File: src/hdl/vlpd_pkg.sv
// Shared types and constants for the varint length-prefixed deframer.
package vlpd_pkg;

  localparam int MAX_W = 10;
  localparam logic [MAX_W-1:0] MAX_RESET = 10'd512;

  localparam logic [1:0] KIND_PAYLOAD = 2'd0;
  localparam logic [1:0] KIND_ERROR   = 2'd1;
  localparam logic [1:0] KIND_ABORT   = 2'd2;

  localparam logic ACT_DATA = 1'b0;
  localparam logic ACT_NEW  = 1'b1;

  typedef struct packed {
    logic       action;
    logic [7:0] data_byte;
  } in_item_t;

  typedef struct packed {
    logic [1:0] kind;
    logic [7:0] payload_byte;
    logic       first_of_frame;
    logic       last_of_frame;
  } out_item_t;

endpackage

File: src/hdl/vlpd_parser.sv
// Prefix decoder and payload counter: parser state and the per-byte step logic.
module vlpd_parser #(
  parameter int BUFFER_BYTES = 512
) (
  input  logic                    clk,
  input  logic                    rst,
  input  logic                    step,
  input  vlpd_pkg::in_item_t      item,
  input  logic [vlpd_pkg::MAX_W-1:0] max_frame_bytes,
  output logic                    result_valid,
  output vlpd_pkg::out_item_t     result
);
  import vlpd_pkg::*;

  localparam logic [1:0] PH_HEADER  = 2'd0;
  localparam logic [1:0] PH_PAYLOAD = 2'd1;
  localparam logic [1:0] PH_CLOSED  = 2'd2;
  localparam logic [2:0] PREFIX_LAST = 3'd4;
  // The register never exceeds 1023, so a larger buffer does not narrow the limit.
  localparam logic [MAX_W-1:0] BUF_CAP =
    (BUFFER_BYTES < (1 << MAX_W)) ? MAX_W'(BUFFER_BYTES) : {MAX_W{1'b1}};

  logic [1:0]       phase, phase_next;
  logic [31:0]      length_accum, length_accum_next;
  logic [2:0]       header_count, header_count_next;
  logic [MAX_W-1:0] payload_left, payload_left_next;
  logic             at_frame_start, at_frame_start_next;

  logic [2:0]       idx;
  logic [2:0]       idx_inc;
  logic [31:0]      shifted;
  logic [31:0]      accum_new;
  logic [32:0]      total;
  logic [MAX_W-1:0] eff_limit;
  logic             last;

  always_comb begin
    idx = (header_count > PREFIX_LAST) ? PREFIX_LAST : header_count;
    idx_inc = idx + 3'd1;
    case (idx)
      3'd0:    shifted = {25'd0, item.data_byte[6:0]};
      3'd1:    shifted = {18'd0, item.data_byte[6:0], 7'd0};
      3'd2:    shifted = {11'd0, item.data_byte[6:0], 14'd0};
      3'd3:    shifted = {4'd0, item.data_byte[6:0], 21'd0};
      default: shifted = {item.data_byte[3:0], 28'd0};
    endcase
    accum_new = length_accum | shifted;
    total = {1'b0, accum_new} + {30'd0, idx_inc};
    eff_limit = (max_frame_bytes > BUF_CAP) ? BUF_CAP : max_frame_bytes;
    last = (payload_left <= MAX_W'(1));
  end

  always_comb begin
    phase_next          = phase;
    length_accum_next   = length_accum;
    header_count_next   = header_count;
    payload_left_next   = payload_left;
    at_frame_start_next = at_frame_start;
    result_valid        = 1'b0;
    result              = '0;

    if (item.action == ACT_NEW) begin
      phase_next          = PH_HEADER;
      length_accum_next   = '0;
      header_count_next   = '0;
      payload_left_next   = '0;
      at_frame_start_next = 1'b1;
      if (phase == PH_PAYLOAD && !at_frame_start) begin
        result_valid = 1'b1;
        result.kind  = KIND_ABORT;
      end
    end else begin
      case (phase)
        PH_HEADER: begin
          if (item.data_byte[7]) begin
            if (idx == PREFIX_LAST) begin
              // prefix too long: close the stream
              phase_next        = PH_CLOSED;
              length_accum_next = '0;
              header_count_next = '0;
              payload_left_next = '0;
              at_frame_start_next = 1'b1;
              result_valid      = 1'b1;
              result.kind       = KIND_ERROR;
            end else begin
              length_accum_next = accum_new;
              header_count_next = idx_inc;
            end
          end else if (total > {23'd0, eff_limit}) begin
            phase_next        = PH_CLOSED;
            length_accum_next = '0;
            header_count_next = '0;
            payload_left_next = '0;
            at_frame_start_next = 1'b1;
            result_valid      = 1'b1;
            result.kind       = KIND_ERROR;
          end else if (accum_new == 32'd0) begin
            // empty frame: drop and await the next prefix
            phase_next        = PH_HEADER;
            length_accum_next = '0;
            header_count_next = '0;
            payload_left_next = '0;
            at_frame_start_next = 1'b1;
          end else begin
            phase_next        = PH_PAYLOAD;
            payload_left_next = accum_new[MAX_W-1:0];
            length_accum_next = '0;
            header_count_next = '0;
            at_frame_start_next = 1'b1;
          end
        end
        PH_PAYLOAD: begin
          result_valid          = 1'b1;
          result.kind           = KIND_PAYLOAD;
          result.payload_byte   = item.data_byte;
          result.first_of_frame = at_frame_start;
          result.last_of_frame  = last;
          at_frame_start_next   = 1'b0;
          if (last) begin
            phase_next          = PH_HEADER;
            length_accum_next   = '0;
            header_count_next   = '0;
            payload_left_next   = '0;
            at_frame_start_next = 1'b1;
          end else begin
            payload_left_next = payload_left - MAX_W'(1);
          end
        end
        default: begin
          // closed: ignore data bytes
        end
      endcase
    end
  end

  always_ff @(posedge clk) begin
    if (rst) begin
      phase          <= PH_HEADER;
      length_accum   <= '0;
      header_count   <= '0;
      payload_left   <= '0;
      at_frame_start <= 1'b1;
    end else if (step) begin
      phase          <= phase_next;
      length_accum   <= length_accum_next;
      header_count   <= header_count_next;
      payload_left   <= payload_left_next;
      at_frame_start <= at_frame_start_next;
    end
  end

  assert property (@(posedge clk) disable iff (rst)
    phase == PH_PAYLOAD |-> payload_left != '0)
    else $error("payload phase with nothing left to pass");

  assert property (@(posedge clk) disable iff (rst)
    header_count <= PREFIX_LAST)
    else $error("prefix byte count beyond the last prefix byte");

  assert property (@(posedge clk) disable iff (rst)
    phase != PH_HEADER |-> length_accum == '0 && header_count == '0)
    else $error("length accumulator not cleared outside the header phase");

endmodule

File: src/hdl/varint_length_prefixed_deframer_core.sv
// Top level of the varint length-prefixed deframer: input and result registers.
//
// Takes one stream item per cycle on the byte channel while byte_stall is low:
// a received byte, or a new-connection action that resets the parser. Each
// frame opens with a little-endian base-128 length prefix of one to five bytes;
// the payload bytes that follow come out on the frame channel, one item each,
// with the first and last byte of the frame flagged. A prefix whose fifth byte
// still continues, or a prefix-plus-payload total above the smaller of
// cfg_data's limit and BUFFER_BYTES, yields one error item and closes the
// stream; data bytes are then dropped until a new-connection action. A new
// connection during a frame whose payload has started yields one abort item.
// Empty frames yield nothing. Throughput is one item per cycle while
// frame_stall does not hold the result register: the whole step is a shift-or
// into the length accumulator or a decrement of the payload count, done
// between the input register and the result register. byte_stall follows
// frame_stall combinationally when both registers are full. Write the limit
// only while no item is in flight.
module varint_length_prefixed_deframer_core #(
  parameter int BUFFER_BYTES = 512
) (
  input  logic                       clk,
  input  logic                       rst,
  input  logic                       byte_valid,
  output logic                       byte_stall,
  input  vlpd_pkg::in_item_t         byte_item,
  output logic                       frame_valid,
  input  logic                       frame_stall,
  output vlpd_pkg::out_item_t        frame_item,
  input  logic                       cfg_write,
  input  logic [vlpd_pkg::MAX_W-1:0] cfg_data
);
  import vlpd_pkg::*;

  logic [MAX_W-1:0] max_frame_bytes;
  logic             s1_valid;
  in_item_t         s1_item;
  logic             out_free;
  logic             step;
  logic             accept_in;
  logic             result_valid;
  out_item_t        result;

  // Output register can take a new item when empty or draining this cycle.
  assign out_free   = !frame_valid || !frame_stall;
  assign step       = s1_valid && out_free;
  assign byte_stall = s1_valid && !out_free;
  assign accept_in  = byte_valid && !byte_stall;

  // Limit register
  always_ff @(posedge clk) begin
    if (rst) begin
      max_frame_bytes <= MAX_RESET;
    end else if (cfg_write) begin
      max_frame_bytes <= cfg_data;
    end
  end

  // Input register: load on accept, empty once the parser has stepped.
  always_ff @(posedge clk) begin
    if (rst) begin
      s1_valid <= 1'b0;
    end else if (accept_in) begin
      s1_valid <= 1'b1;
    end else if (step) begin
      s1_valid <= 1'b0;
    end
  end

  always_ff @(posedge clk) begin
    if (accept_in) begin
      s1_item <= byte_item;
    end
  end

  vlpd_parser #(
    .BUFFER_BYTES(BUFFER_BYTES)
  ) u_parser (
    .clk            (clk),
    .rst            (rst),
    .step           (step),
    .item           (s1_item),
    .max_frame_bytes(max_frame_bytes),
    .result_valid   (result_valid),
    .result         (result)
  );

  // Result register: hold while stalled, otherwise take whatever the step gives.
  always_ff @(posedge clk) begin
    if (rst) begin
      frame_valid <= 1'b0;
    end else if (out_free) begin
      frame_valid <= step && result_valid;
    end
  end

  always_ff @(posedge clk) begin
    if (step && result_valid) begin
      frame_item <= result;
    end
  end

  assert property (@(posedge clk) disable iff (rst)
    frame_valid && frame_item.kind != KIND_PAYLOAD |->
      frame_item.payload_byte == 8'd0 && !frame_item.first_of_frame &&
      !frame_item.last_of_frame)
    else $error("status item carries payload fields");

  assert property (@(posedge clk) disable iff (rst)
    frame_valid |-> frame_item.kind == KIND_PAYLOAD ||
      frame_item.kind == KIND_ERROR || frame_item.kind == KIND_ABORT)
    else $error("result item with an undefined kind");

  assert property (@(posedge clk)
    rst |=> !frame_valid && !s1_valid)
    else $error("registers not empty after reset");

  assert property (@(posedge clk) disable iff (rst)
    s1_valid && frame_valid && frame_stall |=> s1_valid && $stable(s1_item))
    else $error("held input item lost while the result side stalls");

endmodule

File: config.mk
export PLATFORM = sky130hd
export DESIGN_NAME = varint_length_prefixed_deframer_core
export DESIGN_NICKNAME = d
export VERILOG_FILES = /design/src/hdl/vlpd_pkg.sv /design/src/hdl/vlpd_parser.sv /design/src/hdl/varint_length_prefixed_deframer_core.sv
export SDC_FILE = /design/constraint.sdc
export NUM_CORES = 1
export LEC_CHECK = 0
export ABC_CLOCK_PERIOD_IN_PS = 5700
export BUFFER_PORTS_ARGS = -buffer_cell sky130_fd_sc_hd__buf_2
export CORE_MARGIN = 5
export CORE_UTILIZATION = 55
export CTS_CLUSTER_DIAMETER = 120
export DETAILED_ROUTE_END_ITERATION = 10
export PLACE_DENSITY = 0.77
export SLEW_MARGIN = 20
export SYNTH_ARGS = -nofsm -noshare
export SYNTH_HDL_FRONTEND = slang
export SYNTH_SLANG_ARGS = --single-unit
File: constraint.sdc
create_clock -name clk -period 5.7 [get_ports clk]
set_clock_uncertainty 0.15 [all_clocks]
set_input_delay 1.14 -clock clk [delete_from_list [all_inputs] [get_ports clk]]
set_output_delay 1.14 -clock clk [all_outputs]
set_load 0.01 [all_outputs]
==> results of run 1 <==
## registers in the layout, summed over array words and instances, names as in the netlist
signal                   count
u_parser.length_accum       32
frame_item                  12
max_frame_bytes             10
u_parser.payload_left       10
s1_item                      9
u_parser.header_count        3
u_parser.phase               2
frame_valid                  1
s1_valid                     1
u_parser.at_frame_start      1
## layer usage
layer | GRT usage | vias to the layer above
met5 | 0 | -
met2 | 0.405 | 190
met1 | 0.330 | 2113
met3 | 0.0487 | 25
met4 | 0.0717 | 0
li1 | - | 2121
## layout by cell type, fill, tap and decap left out, drive strengths merged, types with 11 or more instances in the layout
| cell type | Yosys | layout |
|---|---|---|
| nor2b | 13 | 13 |
| a21oi | 75 | 75 |
| buf | 9 | 42 |
| edfxtp | 21 | 21 |
| nor3 | 38 | 38 |
| nor4 | 11 | 11 |
| ha | 20 | 20 |
| nand2 | 37 | 37 |
| and2 | 13 | 13 |
| nand3 | 12 | 12 |
| nor2 | 74 | 74 |
| o21ai | 11 | 11 |
| dfxtp | 60 | 60 |
| inv | 21 | 24 |
| a31oi | 12 | 12 |
## power groups by stage
stage	clock network [mW]	logic (mW)	registers, mW
after floorplan	0	0.103	0.624
after global placement	0	0.131	0.632
after detailed placement	0	0.134	0.632
after CTS	0.441	0.136	0.619
after global routing	0.471	0.153	0.621
final	0.438	0.138	0.620
## worst min path at each step
stage | to | slack, ns | from | cells after the start
after floorplan | u_parser.length_accum[21]$_SDFFE_PP0P_ | 0.29 | u_parser.length_accum[21]$_SDFFE_PP0P_ | 2
after global placement | u_parser.length_accum[21]$_SDFFE_PP0P_ | 0.30 | u_parser.length_accum[21]$_SDFFE_PP0P_ | 2
after detailed placement | u_parser.length_accum[31]$_SDFFE_PP0P_ | 0.31 | u_parser.length_accum[31]$_SDFFE_PP0P_ | 2
after CTS | u_parser.length_accum[31]$_SDFFE_PP0P_ | 0.33 | u_parser.length_accum[31]$_SDFFE_PP0P_ | 2
after global routing | u_parser.length_accum[31]$_SDFFE_PP0P_ | 0.34 | u_parser.length_accum[31]$_SDFFE_PP0P_ | 2
final | u_parser.length_accum[31]$_SDFFE_PP0P_ | 0.33 | u_parser.length_accum[31]$_SDFFE_PP0P_ | 2
## cell usage after synthesis, types with 2 or more instances
| master | number |
|---|---|
| sky130_fd_sc_hd__o221ai_1 | 2 |
| sky130_fd_sc_hd__nor3b_1 | 2 |
| sky130_fd_sc_hd__and3_1 | 2 |
| sky130_fd_sc_hd__or4_1 | 4 |
| sky130_fd_sc_hd__a21o_1 | 4 |
| sky130_fd_sc_hd__nor4_1 | 10 |
| sky130_fd_sc_hd__edfxtp_1 | 21 |
| sky130_fd_sc_hd__nand3b_1 | 6 |
| sky130_fd_sc_hd__a41o_1 | 6 |
| sky130_fd_sc_hd__a31oi_1 | 12 |
| sky130_fd_sc_hd__clkbuf_1 | 21 |
| sky130_fd_sc_hd__o31ai_1 | 3 |
| sky130_fd_sc_hd__nand3_1 | 12 |
| sky130_fd_sc_hd__o21a_1 | 3 |
| sky130_fd_sc_hd__nand2b_1 | 3 |
| sky130_fd_sc_hd__buf_2 | 3 |
| sky130_fd_sc_hd__xnor2_1 | 10 |
| sky130_fd_sc_hd__nand4_1 | 9 |
| sky130_fd_sc_hd__a31o_2 | 2 |
| sky130_fd_sc_hd__o21ai_0 | 10 |
| sky130_fd_sc_hd__or3_1 | 3 |
| sky130_fd_sc_hd__nand2_1 | 37 |
| sky130_fd_sc_hd__dfxtp_1 | 60 |
| sky130_fd_sc_hd__ha_1 | 20 |
| sky130_fd_sc_hd__a41oi_1 | 3 |
| sky130_fd_sc_hd__nor2_1 | 74 |
| sky130_fd_sc_hd__and3b_1 | 3 |
| sky130_fd_sc_hd__nor4b_2 | 2 |
| sky130_fd_sc_hd__nor2b_1 | 13 |
| sky130_fd_sc_hd__o211ai_1 | 3 |
| sky130_fd_sc_hd__inv_1 | 21 |
| sky130_fd_sc_hd__buf_1 | 3 |
| sky130_fd_sc_hd__o22ai_1 | 3 |
| sky130_fd_sc_hd__and2_1 | 12 |
| sky130_fd_sc_hd__xor2_1 | 6 |
| sky130_fd_sc_hd__a21oi_2 | 2 |
| sky130_fd_sc_hd__a21oi_1 | 73 |
| sky130_fd_sc_hd__mux2i_1 | 9 |
| sky130_fd_sc_hd__a211oi_1 | 3 |
| sky130_fd_sc_hd__nor3_1 | 37 |
## worst max-delay path, stage by stage (launching register included)
cell                       delay [ns]
sky130_fd_sc_hd__dfxtp_1         0.30
sky130_fd_sc_hd__buf_4           0.20
sky130_fd_sc_hd__inv_1           0.12
sky130_fd_sc_hd__nand2_1         0.13
sky130_fd_sc_hd__ha_1            0.34
sky130_fd_sc_hd__nor2b_1         0.19
sky130_fd_sc_hd__a21oi_1         0.32
sky130_fd_sc_hd__inv_1           0.09
sky130_fd_sc_hd__ha_1            0.35
sky130_fd_sc_hd__nand3_1         0.13
sky130_fd_sc_hd__a22oi_1         0.27
sky130_fd_sc_hd__o21ai_0         0.22
sky130_fd_sc_hd__nor3_1          0.23
sky130_fd_sc_hd__xnor2_1         0.12
sky130_fd_sc_hd__ha_1            0.31
sky130_fd_sc_hd__nand2_1         0.06
sky130_fd_sc_hd__a221oi_1        0.21
sky130_fd_sc_hd__o221ai_1        0.18
sky130_fd_sc_hd__o2111a_1        0.20
sky130_fd_sc_hd__and2_4          0.21
sky130_fd_sc_hd__o31ai_1         0.28
sky130_fd_sc_hd__buf_4           0.26
## kinds of logic after synthesis
kind of cell,synth area share
AO/OA/AOI/OAI,0.202
XOR/XNOR,0.0294
adder cells (fa/ha/maj),0.0567
buffers and inverters,0.0465
flip-flops,0.384
multiplexers,0.0213
AND/OR/NAND/NOR,0.260
## metrics by stage
| step | area (sq um) | utilization | worst slack, ns |
|---|---|---|---|
| after detailed placement | 4980 | 0.580 | 0.716 |
| after global routing | 5180 | 0.603 | 0.161 |
| after global placement | 4980 | 0.580 | 0.908 |
| final | 5180 | 0.603 | 0.550 |
| after floorplan | 4760 | - | 0.217 |
| after CTS | 5180 | 0.603 | 0.596 |
## final cells by class
type	instances	area, sq um	share of cell area
well taps	108	135	0.0261
flip-flops and latches	81	1830	0.353
repair buffers	42	223	0.0430
inverters	22	82.6	0.0159
clock buffers	9	124	0.0239
clock inverters	7	77.6	0.0150
multi-input cells	434	2710	0.523
==> flow_metrics.env, run 1 <==
export IMPL_postSynthRegisterBits=81
export IMPL_wl_per_cell_microns=17.7
export IMPL_tightestPinTransition_ns=0.995
export IMPL_dieArea_sq_um=10600
export IMPL_routabilityCongestion=0.936
export IMPL_internal_power_mw=0.862
export IMPL_floorplan_die_width_microns=103
export IMPL_crit_type="flip-flop to flip-flop"
export IMPL_crit_reg2reg_capture="frame_item[9]$_SDFFCE_PP0P_"
export IMPL_design_core_area_sq_um=8590
export IMPL_met1_length_microns=5220
export IMPL_crit_arrival_ns=5.06
export IMPL_synthesis_area_sq_um=4760
export IMPL_tritoncts_clock_tree="done"
export IMPL_design_final_nets=635
export IMPL_worst_setup_path_endpoint="frame_item[9]$_SDFFCE_PP0P_"
export IMPL_synth_fp_nets=612
export IMPL_vias_in_the_first_global_route=4155
export IMPL_largest_driver_fanout_on_the_critical_path=25
export IMPL_finalHoldWorstSlack_ns=0.329
export IMPL_post_synth_top_area_cell="sky130_fd_sc_hd__dfxtp_1"
export IMPL_power_switching_share=0.280
export IMPL_finish_cell_count_without_fillers=703
export IMPL_ant_nets=0
export IMPL_slew_headroom=0.337
export IMPL_wl_met3_microns=948
export IMPL_syn_inst=567
export IMPL_worst_path_required_time_ns=5.61
export IMPL_fmax_mhz=194
export IMPL_timing_reg2reg_setup_slack_ns=0.55
export IMPL_synth_seq_area_share=0.384
export IMPL_cts_inserted_buffers=9
export IMPL_detail_route_first_pass_iterations=5
export IMPL_ctsLongestPathBuffers=2
export IMPL_worst_r2r_path_depth=21
export IMPL_rows=34
export IMPL_timing_hold_violations_final=0
export IMPL_drt_total_wl_microns=12400
export IMPL_antenna_cells_inserted=0
export IMPL_grt_setup_unrepaired="false"
export IMPL_p_leak_nw=2.03
export IMPL_start_util=0.554
export IMPL_total_power_mw=1.20
export IMPL_rr_startpoint="u_parser.header_count[2]$_SDFFE_PP0P_"
export IMPL_synthToLayoutAreaGrowth_pct=8.82
export IMPL_worst_setup_hold_path_clk_slew_ns=0.09
export IMPL_antenna_found_initial=0
export IMPL_wl_met2_microns=6010
export IMPL_synth_warnings=0
export IMPL_dp_hpwl_microns=9000
export IMPL_run_status="finished, final reports clean"
export IMPL_drv_cap=0
export IMPL_detail_route_vias_per_cell=6.33
export IMPL_synthesis_area_per_instance_sq_um=8.40
export IMPL_power_density_nw_per_um2=231
export IMPL_clock_power_share=0.366
export IMPL_post_cts_resized_instances=0
export IMPL_ios=38
export IMPL_netSwitchingPower_mw=0.334
export IMPL_synth_top_cells_by_area="sky130_fd_sc_hd__dfxtp_1 (25%), sky130_fd_sc_hd__edfxtp_1 (13%), sky130_fd_sc_hd__a21oi_1 (7.7%), sky130_fd_sc_hd__nor2_1 (5.8%), sky130_fd_sc_hd__ha_1 (5.3%)"
export IMPL_yosys_cell_types_count=75
export IMPL_floorplan_die_height_microns=103
export IMPL_dominantRegCellSynth="sky130_fd_sc_hd__dfxtp_1"
export IMPL_port_buffers=37
export IMPL_initialDrtViolationCount=422
export IMPL_endpoint_kind="flip-flop"
export IMPL_cts_sink_count=81
export IMPL_fin_crit_sh=0.904
export IMPL_final_max_slew_viol_count=0
export IMPL_async_flop_share=0
export IMPL_detailroute_via_count=4449
export IMPL_start_kind="flip-flop"
export IMPL_cts_root_buf="sky130_fd_sc_hd__clkbuf_8"
export IMPL_final_period_minus_worst_setup_slack_ns=5.15
export IMPL_timing_setup_tns_ns=0
export IMPL_share_comb_of_total_power=0.115
export IMPL_worst_setup_path_startpoint="u_parser.header_count[2]$_SDFFE_PP0P_"
export IMPL_gr_usage_all_layers=0.246
export IMPL_power_share_sequential=0.518
export IMPL_wire_length_of_the_first_global_routing_pass_microns=20500
export IMPL_drc=0
export IMPL_layout_drive_gt1_share=0.124
export IMPL_grt_ovfl_total=0
export IMPL_finalSetupViolCount=0
export IMPL_post_synth_top_area_fraction=0.252
export IMPL_nFillCells=761
export IMPL_place_inst=687
export IMPL_power_ir_vdd_worst_v=0.000141
export IMPL_grt_start_max_net_pins=54
export IMPL_cts_htree_levels=3
export IMPL_cts_setup_buffers=0
export IMPL_route_top_layer_used="met4"
export IMPL_cts_hold_repair_buffers=0
export IMPL_synth_enable_flop_cells=21
export IMPL_clk_insertion_delay_late_ns=0.36
export IMPL_hp_class="flip-flop to flip-flop"
(Power assumes the default switching activity.)
==> run 2, diff against run 1 <==
CORE_MARGIN = 10   (was 5)
TNS_END_PERCENT = 1   (was not set)
==> run 2 against run 1 <==
Net effect: critical path type unchanged; global-route usage decreased by 5.1 points; clock power shrank 9.6%; final area shrank 0.53%; non-clock buffer count unchanged; critical path depth grew 1.
==> flow_metrics.env, run 2 (synthesis gave the netlist of run 1 again) <==
export IMPL_wl_per_cell_microns=18.3
export IMPL_cts_htree_levels=3
export IMPL_ctsLongestPathBuffers=2
export IMPL_postLayoutCoreUtil=0.618
export IMPL_timing_hold_violations_final=0
export IMPL_vias_in_the_first_global_route=4240
export IMPL_cts_root_buf="sky130_fd_sc_hd__clkbuf_8"
export IMPL_final_max_slew_viol_count=0
export IMPL_mostFrequentLayoutCell="sky130_fd_sc_hd__nor2_1"
export IMPL_crit_type="flip-flop to flip-flop"
export IMPL_cts_setup_buffers=0
export IMPL_port_buffers=37
export IMPL_rows=33
export IMPL_wire_length_of_the_first_global_routing_pass_microns=21000
export IMPL_ant_nets=0
export IMPL_dp_hpwl_microns=9350
export IMPL_cts_sink_count=81
export IMPL_detail_route_vias_per_cell=6.29
export IMPL_detail_route_first_pass_iterations=5
export IMPL_power_density_nw_per_um2=224
export IMPL_grt_setup_unrepaired="false"
export IMPL_post_cts_resized_instances=0
export IMPL_start_util=0.571
export IMPL_routabilityCongestion=0.955
export IMPL_finalSetupViolCount=0
export IMPL_nFillCells=717
export IMPL_detailroute_via_count=4406
export IMPL_antenna_cells_inserted=0
export IMPL_fmax_mhz=193
export IMPL_worst_setup_hold_path_clk_slew_ns=0.09
export IMPL_fin_crit_sh=0.908
export IMPL_start_kind="flip-flop"
export IMPL_crit_arrival_ns=5.10
export IMPL_timing_setup_tns_ns=0
export IMPL_drc=0
export IMPL_drt_total_wl_microns=12800
export IMPL_cts_hold_repair_buffers=0
export IMPL_gr_usage_all_layers=0.196
export IMPL_tightestPinTransition_ns=0.970
export IMPL_endpoint_kind="flip-flop"
export IMPL_design_core_area_sq_um=8340
export IMPL_area_sequential_sq_um=1830
export IMPL_grt_ovfl_total=0
export IMPL_largest_register="u_parser.length_accum"
export IMPL_p_leak_nw=2.01
export IMPL_design_final_nets=635
export IMPL_hp_class="flip-flop to flip-flop"
export IMPL_worst_path_required_time_ns=5.62
export IMPL_ios=38
export IMPL_final_period_minus_worst_setup_slack_ns=5.18
export IMPL_grt_start_max_net_pins=54
export IMPL_floorplan_die_height_microns=113
export IMPL_floorplan_die_width_microns=113
export IMPL_drv_cap=0
export IMPL_antenna_found_initial=0
export IMPL_dieArea_sq_um=12800
export IMPL_synthToLayoutAreaGrowth_pct=8.25
export IMPL_largest_register_ffs=32
export IMPL_power_ir_vdd_worst_v=0.000104
export IMPL_run_status="finished, final reports clean"
export IMPL_multi_input_area_sq_um=2710
export IMPL_largest_regs="u_parser.length_accum x32, frame_item x12"
export IMPL_clk_insertion_delay_late_ns=0.37
export IMPL_tritoncts_clock_tree="done"
export IMPL_layout_drive_gt1_share=0.124
export IMPL_slew_headroom=0.347
export IMPL_cts_inserted_buffers=9
export IMPL_final_cell_mix="sky130_fd_sc_hd__nor2_1 (74), sky130_fd_sc_hd__a21oi_1 (73), sky130_fd_sc_hd__dfxtp_1 (60)"
export IMPL_initialDrtViolationCount=362
export IMPL_largest_driver_fanout_on_the_critical_path=25
==> run 2: changes by cell type in the layout (fill, tap and decap cells not counted) <==
cell	change
sky130_fd_sc_hd__clkinvlp_4	+3
sky130_fd_sc_hd__bufinv_16	-1
sky130_fd_sc_hd__clkinv_2	-1
sky130_fd_sc_hd__clkinv_4	-1
sky130_fd_sc_hd__inv_6	+1
sky130_fd_sc_hd__inv_8	-1
==> run 2: where the power goes <==
part	switching, mW	internal, mW	leakage (nW)
Combinational	0.0872	0.0517	1.26
Sequential	0.0179	0.602	0.666
Clock	0.234	0.162	0.0827
Total	0.339	0.816	2.01
==> run 2: layout make-up <==
class                           instances  area share
Multi-Input combinational cell        434       0.526
Clock buffer                            9      0.0240
Inverter                               22      0.0160
Tap cell                              105      0.0255
Sequential cell                        81       0.355
Timing Repair Buffer                   42      0.0432
Clock inverter                          7      0.0104
==> run 2: worst paths after layout <==
check,cells after the start,from,to,slack [ns]
hold reg to reg,2,u_parser.length_accum[21]$_SDFFE_PP0P_,u_parser.length_accum[21]$_SDFFE_PP0P_,0.33
hold / removal,2,u_parser.length_accum[21]$_SDFFE_PP0P_,u_parser.length_accum[21]$_SDFFE_PP0P_,0.33
setup / recovery,22,u_parser.header_count[2]$_SDFFE_PP0P_,frame_item[3]$_SDFFCE_PP0P_,0.52
setup reg to reg,22,u_parser.header_count[2]$_SDFFE_PP0P_,frame_item[3]$_SDFFCE_PP0P_,0.52
==> run 2: worst max-delay path, cell delays in order (launching register included) <==
cell,delay (ns)
sky130_fd_sc_hd__dfxtp_1,0.32
sky130_fd_sc_hd__buf_4,0.24
sky130_fd_sc_hd__inv_1,0.11
sky130_fd_sc_hd__nand2_1,0.15
sky130_fd_sc_hd__ha_1,0.35
sky130_fd_sc_hd__a21oi_1,0.22
sky130_fd_sc_hd__inv_1,0.09
sky130_fd_sc_hd__ha_1,0.16
sky130_fd_sc_hd__inv_1,0.06
sky130_fd_sc_hd__fa_1,0.41
sky130_fd_sc_hd__nor2b_1,0.12
sky130_fd_sc_hd__o2bb2a_1,0.22
sky130_fd_sc_hd__nand2_1,0.16
sky130_fd_sc_hd__nor3_1,0.26
sky130_fd_sc_hd__xnor2_1,0.10
sky130_fd_sc_hd__ha_1,0.32
sky130_fd_sc_hd__nand2_1,0.08
sky130_fd_sc_hd__a221oi_1,0.26
sky130_fd_sc_hd__o221ai_1,0.22
sky130_fd_sc_hd__o2111a_1,0.21
sky130_fd_sc_hd__and2_4,0.20
sky130_fd_sc_hd__o31ai_1,0.23
sky130_fd_sc_hd__buf_4,0.24
==> run 2: stage by stage <==
step | power [mW] | std cells | area [sq um] | hold WS, ns | worst slack [ns]
2_1_floorplan | 0.727 | 567 | 4760 | 0.288 | 0.217
3_3_place_gp | 0.762 | 684 | 4980 | 0.300 | 0.891
3_5_place_dp | 0.769 | 684 | 4980 | 0.314 | 0.610
4_1_cts | 1.16 | 700 | 5160 | 0.335 | 0.597
5_1_grt | 1.21 | 700 | 5160 | 0.366 | 0.228
6_report | 1.16 | 700 | 5160 | 0.333 | 0.523
==> run 2: routing by layer <==
layer,part of all wire,wire length [microns],track usage,vias up
met5,0,0,0,-
met4,0.019,245,0.0609,0
met3,0.075,954,0.0423,30
met2,0.48,6180,0.327,203
met1,0.42,5400,0.246,2062
li1,-,-,-,2111
